File: config.mk
export PLATFORM = sky130hd
export DESIGN_NAME = tsde_ctrl
export DESIGN_NICKNAME = d
export VERILOG_FILES = /design/src/rtl/core/tsde_pkg.sv /design/src/rtl/core/tsde_ctrl.sv
export SDC_FILE = /design/constraint.sdc
export NUM_CORES = 1
export LEC_CHECK = 0
export ABC_AREA = 0
export BUFFER_PORTS_ARGS = -buffer_cell sky130_fd_sc_hd__buf_4
export CAP_MARGIN = 20
export CORE_ASPECT_RATIO = 1.1
export CORE_MARGIN = 10
export CORE_UTILIZATION = 35
export CTS_CLUSTER_SIZE = 16
export DETAILED_ROUTE_END_ITERATION = 8
export HOLD_SLACK_MARGIN = 0.12
export PLACE_DENSITY = 0.59
export SYNTH_ARGS = -nofsm -noshare
export SYNTH_HDL_FRONTEND = slang
export SYNTH_SLANG_ARGS = --single-unit
File: constraint.sdc
create_clock -name clk -period 1.5 [get_ports clk]
set_input_delay 0.375 -clock clk [delete_from_list [all_inputs] [get_ports clk]]
set_output_delay 0.375 -clock clk [all_outputs]
set_load 0.05 [all_outputs]
File: src/rtl/core/tsde_pkg.sv
// Package for the trigonometric series derivative evaluator.
// Holds payload and control types, fixed-point constants and the CORDIC arctangent table.
// No dependencies.
`timescale 1ns / 1ps
`default_nettype none

package tsde_pkg;

    // Sizes
    localparam int MAX_TERMS_DEF = 64;
    localparam int PH_W          = 32;   // phase, Q3.29 unsigned
    localparam int CW            = 34;   // CORDIC working width
    localparam int CORDIC_STEPS  = 30;
    localparam int J_W           = 5;    // CORDIC iteration index
    localparam int STEP_W        = 6;    // controller step counter
    localparam int MAG_W         = 42;   // rounded term magnitude
    localparam int P_W           = 63;   // power i^k, saturating
    localparam int TERM_STEPS    = MAG_W;
    localparam int CFG_IDX_W     = 1;

    // Register indexes
    localparam logic [CFG_IDX_W-1:0] CFG_ANGLE = 1'b0;
    localparam logic [CFG_IDX_W-1:0] CFG_ORDER = 1'b1;

    // Fixed-point constants
    localparam logic signed [CW-1:0] TWO_PI_Q29  = 34'sd3373259426;
    localparam logic signed [CW-1:0] PI_Q29      = 34'sd1686629713;
    localparam logic signed [CW-1:0] HALF_PI_Q29 = 34'sd843314856;
    localparam logic signed [CW-1:0] CORDIC_GAIN = 34'sd652032874;
    localparam logic signed [63:0]   MINUS_ONE_Q24 = -64'sd16777216;
    localparam logic [P_W-1:0]       P_MAX = {P_W{1'b1}};

    typedef struct packed {
        logic signed [31:0] sine_coef;
        logic signed [31:0] cosine_coef;
        logic               last_term;
    } in_item_t;

    typedef struct packed {
        logic signed [63:0] series_value;
        logic               order_invalid;
        logic               overflowed;
    } out_item_t;

    typedef enum logic [3:0] {
        S_IDLE,
        S_CORDIC,
        S_MUL_A,
        S_MUL_B,
        S_ROUND,
        S_SIGN,
        S_TERM,
        S_ACCUM,
        S_EMIT
    } state_t;

    // Controller to datapath
    typedef struct packed {
        logic           load;
        logic           cordic_step;
        logic           mul_a;
        logic           mul_b;
        logic           round;
        logic           sign;
        logic           term_step;
        logic           accum;
        logic           emit;
        logic [J_W-1:0] step;
    } cmd_t;

    // Datapath to controller
    typedef struct packed {
        logic in_last;
        logic in_neg;
        logic cur_last;
        logic out_busy;
    } status_t;

    // Arctangent of 2^-j, Q2.30, truncated
    function automatic logic [31:0] atan_q30(input logic [J_W-1:0] j);
        logic [31:0] r;
        unique case (j)
            5'd0:  r = 32'h3243F6A8;
            5'd1:  r = 32'h1DAC6705;
            5'd2:  r = 32'h0FADBAFC;
            5'd3:  r = 32'h07F56EA6;
            5'd4:  r = 32'h03FEAB76;
            5'd5:  r = 32'h01FFD55B;
            5'd6:  r = 32'h00FFFAAA;
            5'd7:  r = 32'h007FFF55;
            5'd8:  r = 32'h003FFFEA;
            5'd9:  r = 32'h001FFFFD;
            5'd10: r = 32'h000FFFFF;
            5'd11: r = 32'h0007FFFF;
            5'd12: r = 32'h0003FFFF;
            5'd13: r = 32'h0001FFFF;
            5'd14: r = 32'h0000FFFF;
            5'd15: r = 32'h00007FFF;
            5'd16: r = 32'h00003FFF;
            5'd17: r = 32'h00001FFF;
            5'd18: r = 32'h00000FFF;
            5'd19: r = 32'h000007FF;
            5'd20: r = 32'h000003FF;
            5'd21: r = 32'h000001FF;
            5'd22: r = 32'h000000FF;
            5'd23: r = 32'h0000007F;
            5'd24: r = 32'h0000003F;
            5'd25: r = 32'h0000001F;
            5'd26: r = 32'h0000000F;
            5'd27: r = 32'h00000007;
            5'd28: r = 32'h00000003;
            5'd29: r = 32'h00000001;
            default: r = 32'h00000000;
        endcase
        return r;
    endfunction

endpackage

`default_nettype wire

File: src/rtl/core/tsde_ctrl.sv
// Controller for the series evaluator: sequences CORDIC, products, rounding,
// bit-serial term scaling and accumulation. Depends on tsde_pkg.
`timescale 1ns / 1ps
`default_nettype none

module tsde_ctrl (
    input  wire logic              clk,
    input  wire logic              rst_n,
    input  wire logic              in_valid,
    output logic                   in_stall,
    input  wire tsde_pkg::status_t status,
    output tsde_pkg::cmd_t         cmd
);

    tsde_pkg::state_t                    state_reg, state_next;
    logic [tsde_pkg::STEP_W-1:0]         step_reg, step_next;
    logic                                cordic_done, term_done;

    assign cordic_done = (step_reg == tsde_pkg::STEP_W'(tsde_pkg::CORDIC_STEPS - 1));
    assign term_done   = (step_reg == tsde_pkg::STEP_W'(tsde_pkg::TERM_STEPS - 1));

    // State and step counter
    always_ff @(posedge clk or negedge rst_n)
    begin
        if (!rst_n)
        begin
            state_reg <= tsde_pkg::S_IDLE;
            step_reg  <= '0;
        end
        else
        begin
            state_reg <= state_next;
            step_reg  <= step_next;
        end
    end

    // Next state
    always_comb
    begin
        state_next = state_reg;
        unique case (state_reg)
            tsde_pkg::S_IDLE:
            begin
                if (in_valid)
                begin
                    if (!status.in_neg)
                        state_next = tsde_pkg::S_CORDIC;
                    else if (status.in_last)
                        state_next = tsde_pkg::S_EMIT;
                end
            end
            tsde_pkg::S_CORDIC: if (cordic_done) state_next = tsde_pkg::S_MUL_A;
            tsde_pkg::S_MUL_A:  state_next = tsde_pkg::S_MUL_B;
            tsde_pkg::S_MUL_B:  state_next = tsde_pkg::S_ROUND;
            tsde_pkg::S_ROUND:  state_next = tsde_pkg::S_SIGN;
            tsde_pkg::S_SIGN:   state_next = tsde_pkg::S_TERM;
            tsde_pkg::S_TERM:   if (term_done) state_next = tsde_pkg::S_ACCUM;
            tsde_pkg::S_ACCUM:
                state_next = status.cur_last ? tsde_pkg::S_EMIT : tsde_pkg::S_IDLE;
            tsde_pkg::S_EMIT:   if (!status.out_busy) state_next = tsde_pkg::S_IDLE;
            default:            state_next = tsde_pkg::S_IDLE;
        endcase
    end

    // Step counter runs through CORDIC and term scaling
    always_comb
    begin
        step_next = '0;
        if ((state_reg == tsde_pkg::S_CORDIC && !cordic_done) ||
            (state_reg == tsde_pkg::S_TERM && !term_done))
            step_next = step_reg + 1'b1;
    end

    // Outputs
    always_comb
    begin
        cmd      = '0;
        cmd.step = step_reg[tsde_pkg::J_W-1:0];
        in_stall = 1'b1;
        unique case (state_reg)
            tsde_pkg::S_IDLE:
            begin
                in_stall = 1'b0;
                cmd.load = in_valid;
            end
            tsde_pkg::S_CORDIC: cmd.cordic_step = 1'b1;
            tsde_pkg::S_MUL_A:  cmd.mul_a       = 1'b1;
            tsde_pkg::S_MUL_B:  cmd.mul_b       = 1'b1;
            tsde_pkg::S_ROUND:  cmd.round       = 1'b1;
            tsde_pkg::S_SIGN:   cmd.sign        = 1'b1;
            tsde_pkg::S_TERM:   cmd.term_step   = 1'b1;
            tsde_pkg::S_ACCUM:  cmd.accum       = 1'b1;
            tsde_pkg::S_EMIT:   cmd.emit        = !status.out_busy;
            default:            cmd.load        = 1'b0;
        endcase
    end

endmodule

`default_nettype wire

==> flow_summary_export.csv <==
group,metric,value,unit
clock_network,path_clk_slew,60,ps
grt,grt_overflow,0,
floorplan,dieArea,0.00429,mm²
grt,grt_max_degree,11,
clock_network,htree_levels,1,
clock_network,cts_made_buffers,3,
placed_design,pre_cts_slack,3.33,ps
synthesis,yosys_warnings,0,
finish,drive_gt1_frac,0.623,
timing,finalSetupViolations,10,
routing,vias,674,
critical_path,cpPeakStageDelay,430,ps
critical_path,start_kind,"flop",
floorplan,die_w,63.3,µm
synthesis,syn_avg_cell_area,9.64,µm²
timing,tightestPinTransition,473,ps
hold_path,hold_class,"input port to flop",
floorplan,num_io_pins,22,
critical_path,r2r_slack,110,ps
synthesis,synthesis.nets,84,
floorplan,core_region_area,0.00198,mm²
timing,rsz0062_at_grt,"true",
clock_network,cts-root-buf,"clkbuf_4",
synthesis,synthXorXnorAreaFrac,0.0484,
placed_design,io_buffers,21,
timing,hold_viol,0,
timing,slew_violations,0,
finish,finish.utilization,0.594,
critical_path,path_max_fanout,5,
clock_network,clk_latency,260,ps
finish,largest_reg_flops,6,
clock_network,cts_sinks,10,
routing,drt_iter0_markers,16,
routing,drtAntennaViolNets,0,
critical_path,worstPathCellList,"buf_4 > nor4b_4 > buf_6",
floorplan,num_rows,17,
finish,nets,117,
synthesis,async_flop_share,1.00,
synthesis,synth_top_area_cell,"dfrtp_1",
synthesis,synthAdderAreaFrac,0.0346,
clock_network,clock_path_buffers,2,
timing,maxSlewHeadroom,0.683,
critical_path,path_class,"flop to output port",
synthesis,synth_flop_cell,"dfrtp_1",
grt,grt_util_all_layers,0.0895,
critical_path,crit_slowest_cell,"dfrtp_1",
synthesis,syn_area,723,µm²
timing,clock.fmax,588,MHz
synthesis,synth_top_area_frac,0.346,
finish,final_common_cell,"buf_4",
synthesis,synth_top_family_by_area,"simple AND/OR/NAND/NOR gates",
power,power_density,399,mW/mm²
critical_path,worstPathRequired,1120,ps
power,vdd_drop_max,0.000272,V
placed_design,hpwl,1450,µm
routing,via_per_inst,5.03,
routing,wl,1890,µm
synthesis,synth_edf_count,0,
finish,nFillCells,193,
job,cap_violations,0,
power,p_leak,0.518,nW
grt,grt_pass1_vias,700,
routing,first_pass_iters,6,
synthesis,yosys-mux-area-fraction,0,
finish,antenna_cells,0,
grt,grt_first_pass_wirelength,3150,µm
synthesis,synth_compound_area_frac,0.206,
outcome,violations,"setup timing",
finish,ff_latch_area,251,µm²
critical_path,critPathArrivalTime,1330,ps
floorplan,dieHeight,67.7,µm
outcome,status,"finished, violations left",
synthesis,ys_top_cells_by_area,"dfrtp_1 (35%), buf_4 (6.2%), o41ai_4 (3.8%), xnor2_1 (3.6%), a21oi_1 (3.5%)",
finish,most-common-layout-cells,"buf_4 (23), buf_6 (10), dfrtp_1 (9)",
timing,finalWorstSetupSlack,-202,ps
timing,skew,0.459,ps
routing,drc,0,
floorplan,start_util,0.366,
routing,wl_per_cell,14.1,µm
finish,multi_input_area,503,µm²
grt,grt_antenna_before_repair,0,
critical_path,end_kind,"output port",
synthesis,synth-seq-area-share,0.346,
timing,min_period,1700,ps
synthesis,ys_ff_latch,10,
placed_design,gp_congestion,0.856,
synthesis,ys_types,35,
synthesis,synth_cells,75,
timing,fin_setup_tns,-1650,ps
finish,area_growth,62.5,%
timing,timing.final.crit_share,1.13,
synthesis,yosys.area_share.simple,0.244,
clock_network,tritoncts,"yes",
[Yosys cell counts, types with 2 or more instances]
cell type and instances:
nand3_1 2, nor2_1 6, xnor2_1 3, inv_1 4
a21oi_1 5, nor3_1 4, dfrtp_1 10, nand2b_1 2
ha_1 2, buf_4 6, nand2_1 6, buf_6 2
[final cells by class]
type                    instances  share of cell area
multi-input cells              52               0.428
repair buffers                 37               0.294
flip-flops and latches         10               0.214
well taps                      28              0.0298
clock buffers                   3              0.0192
inverters                       4              0.0149
[power by group]
part           switching, mW  total, mW  internal, mW  leakage, nW
registers                  0      0.270         0.270        0.109
logic                0.00976     0.0222        0.0125        0.395
clock network         0.0848      0.177        0.0924       0.0138
total                 0.0946      0.469         0.375        0.518
[kinds of logic (layout without fill, tap and decap cells)]
family | count (synthesis) | count (layout)
adders and majority gates | 2 | 2
DFF | 10 | 10
xor gates and xnor gates | 4 | 4
and+or+nand+nor | 29 | 29
AOI/OAI and AO/OA | 17 | 17
buffers and inverters | 13 | 44
[metal layers]
layer	routed length, µm	GRT usage	up-vias
li1	-	-	330
met4	31	0.0574	0
met5	0	0	-
met1	806	0.0913	314
met3	112	0.0248	3
met2	941	0.161	27
[path summary, 6_finish.rpt]
path                         startpoint      endpoint  depth (start not counted)
max                        state_reg[2]       cmd[12]                          3
min                           status[0]  state_reg[3]                          3
max reg2reg                 step_reg[3]   step_reg[5]                          3
min reg2reg                 step_reg[0]   step_reg[0]                          2
max in group asynchronous         rst_n  state_reg[0]                          2
min in group asynchronous         rst_n   step_reg[4]                          2
[critical path, delay by kind of cell (launching register included)]
family / cells / cell delay [ps]
flops: 1 / 430
simple gates: 1 / 240
buf+inv: 2 / 390
[repair_timing]
action	4_1_cts	5_1_grt
buffers inserted	4	2
pin swaps	1	1
resized for setup	20	12
setup endpoints to repair	10	17
hold endpoints to repair	10	0
hold buffers	1	0
[stage by stage]
stage          std cells  hold WS, ps  area [µm²]  total power, mW
3_3_place_gp         125          212         972            0.295
3_5_place_dp         125          213         972            0.295
6_report             134          385        1170            0.469
5_1_grt              134          405        1170            0.497
4_1_cts              133          381        1100            0.479
2_1_floorplan         75         79.4         777            0.276
No activity file was read; power rests on OpenSTA's default activity.
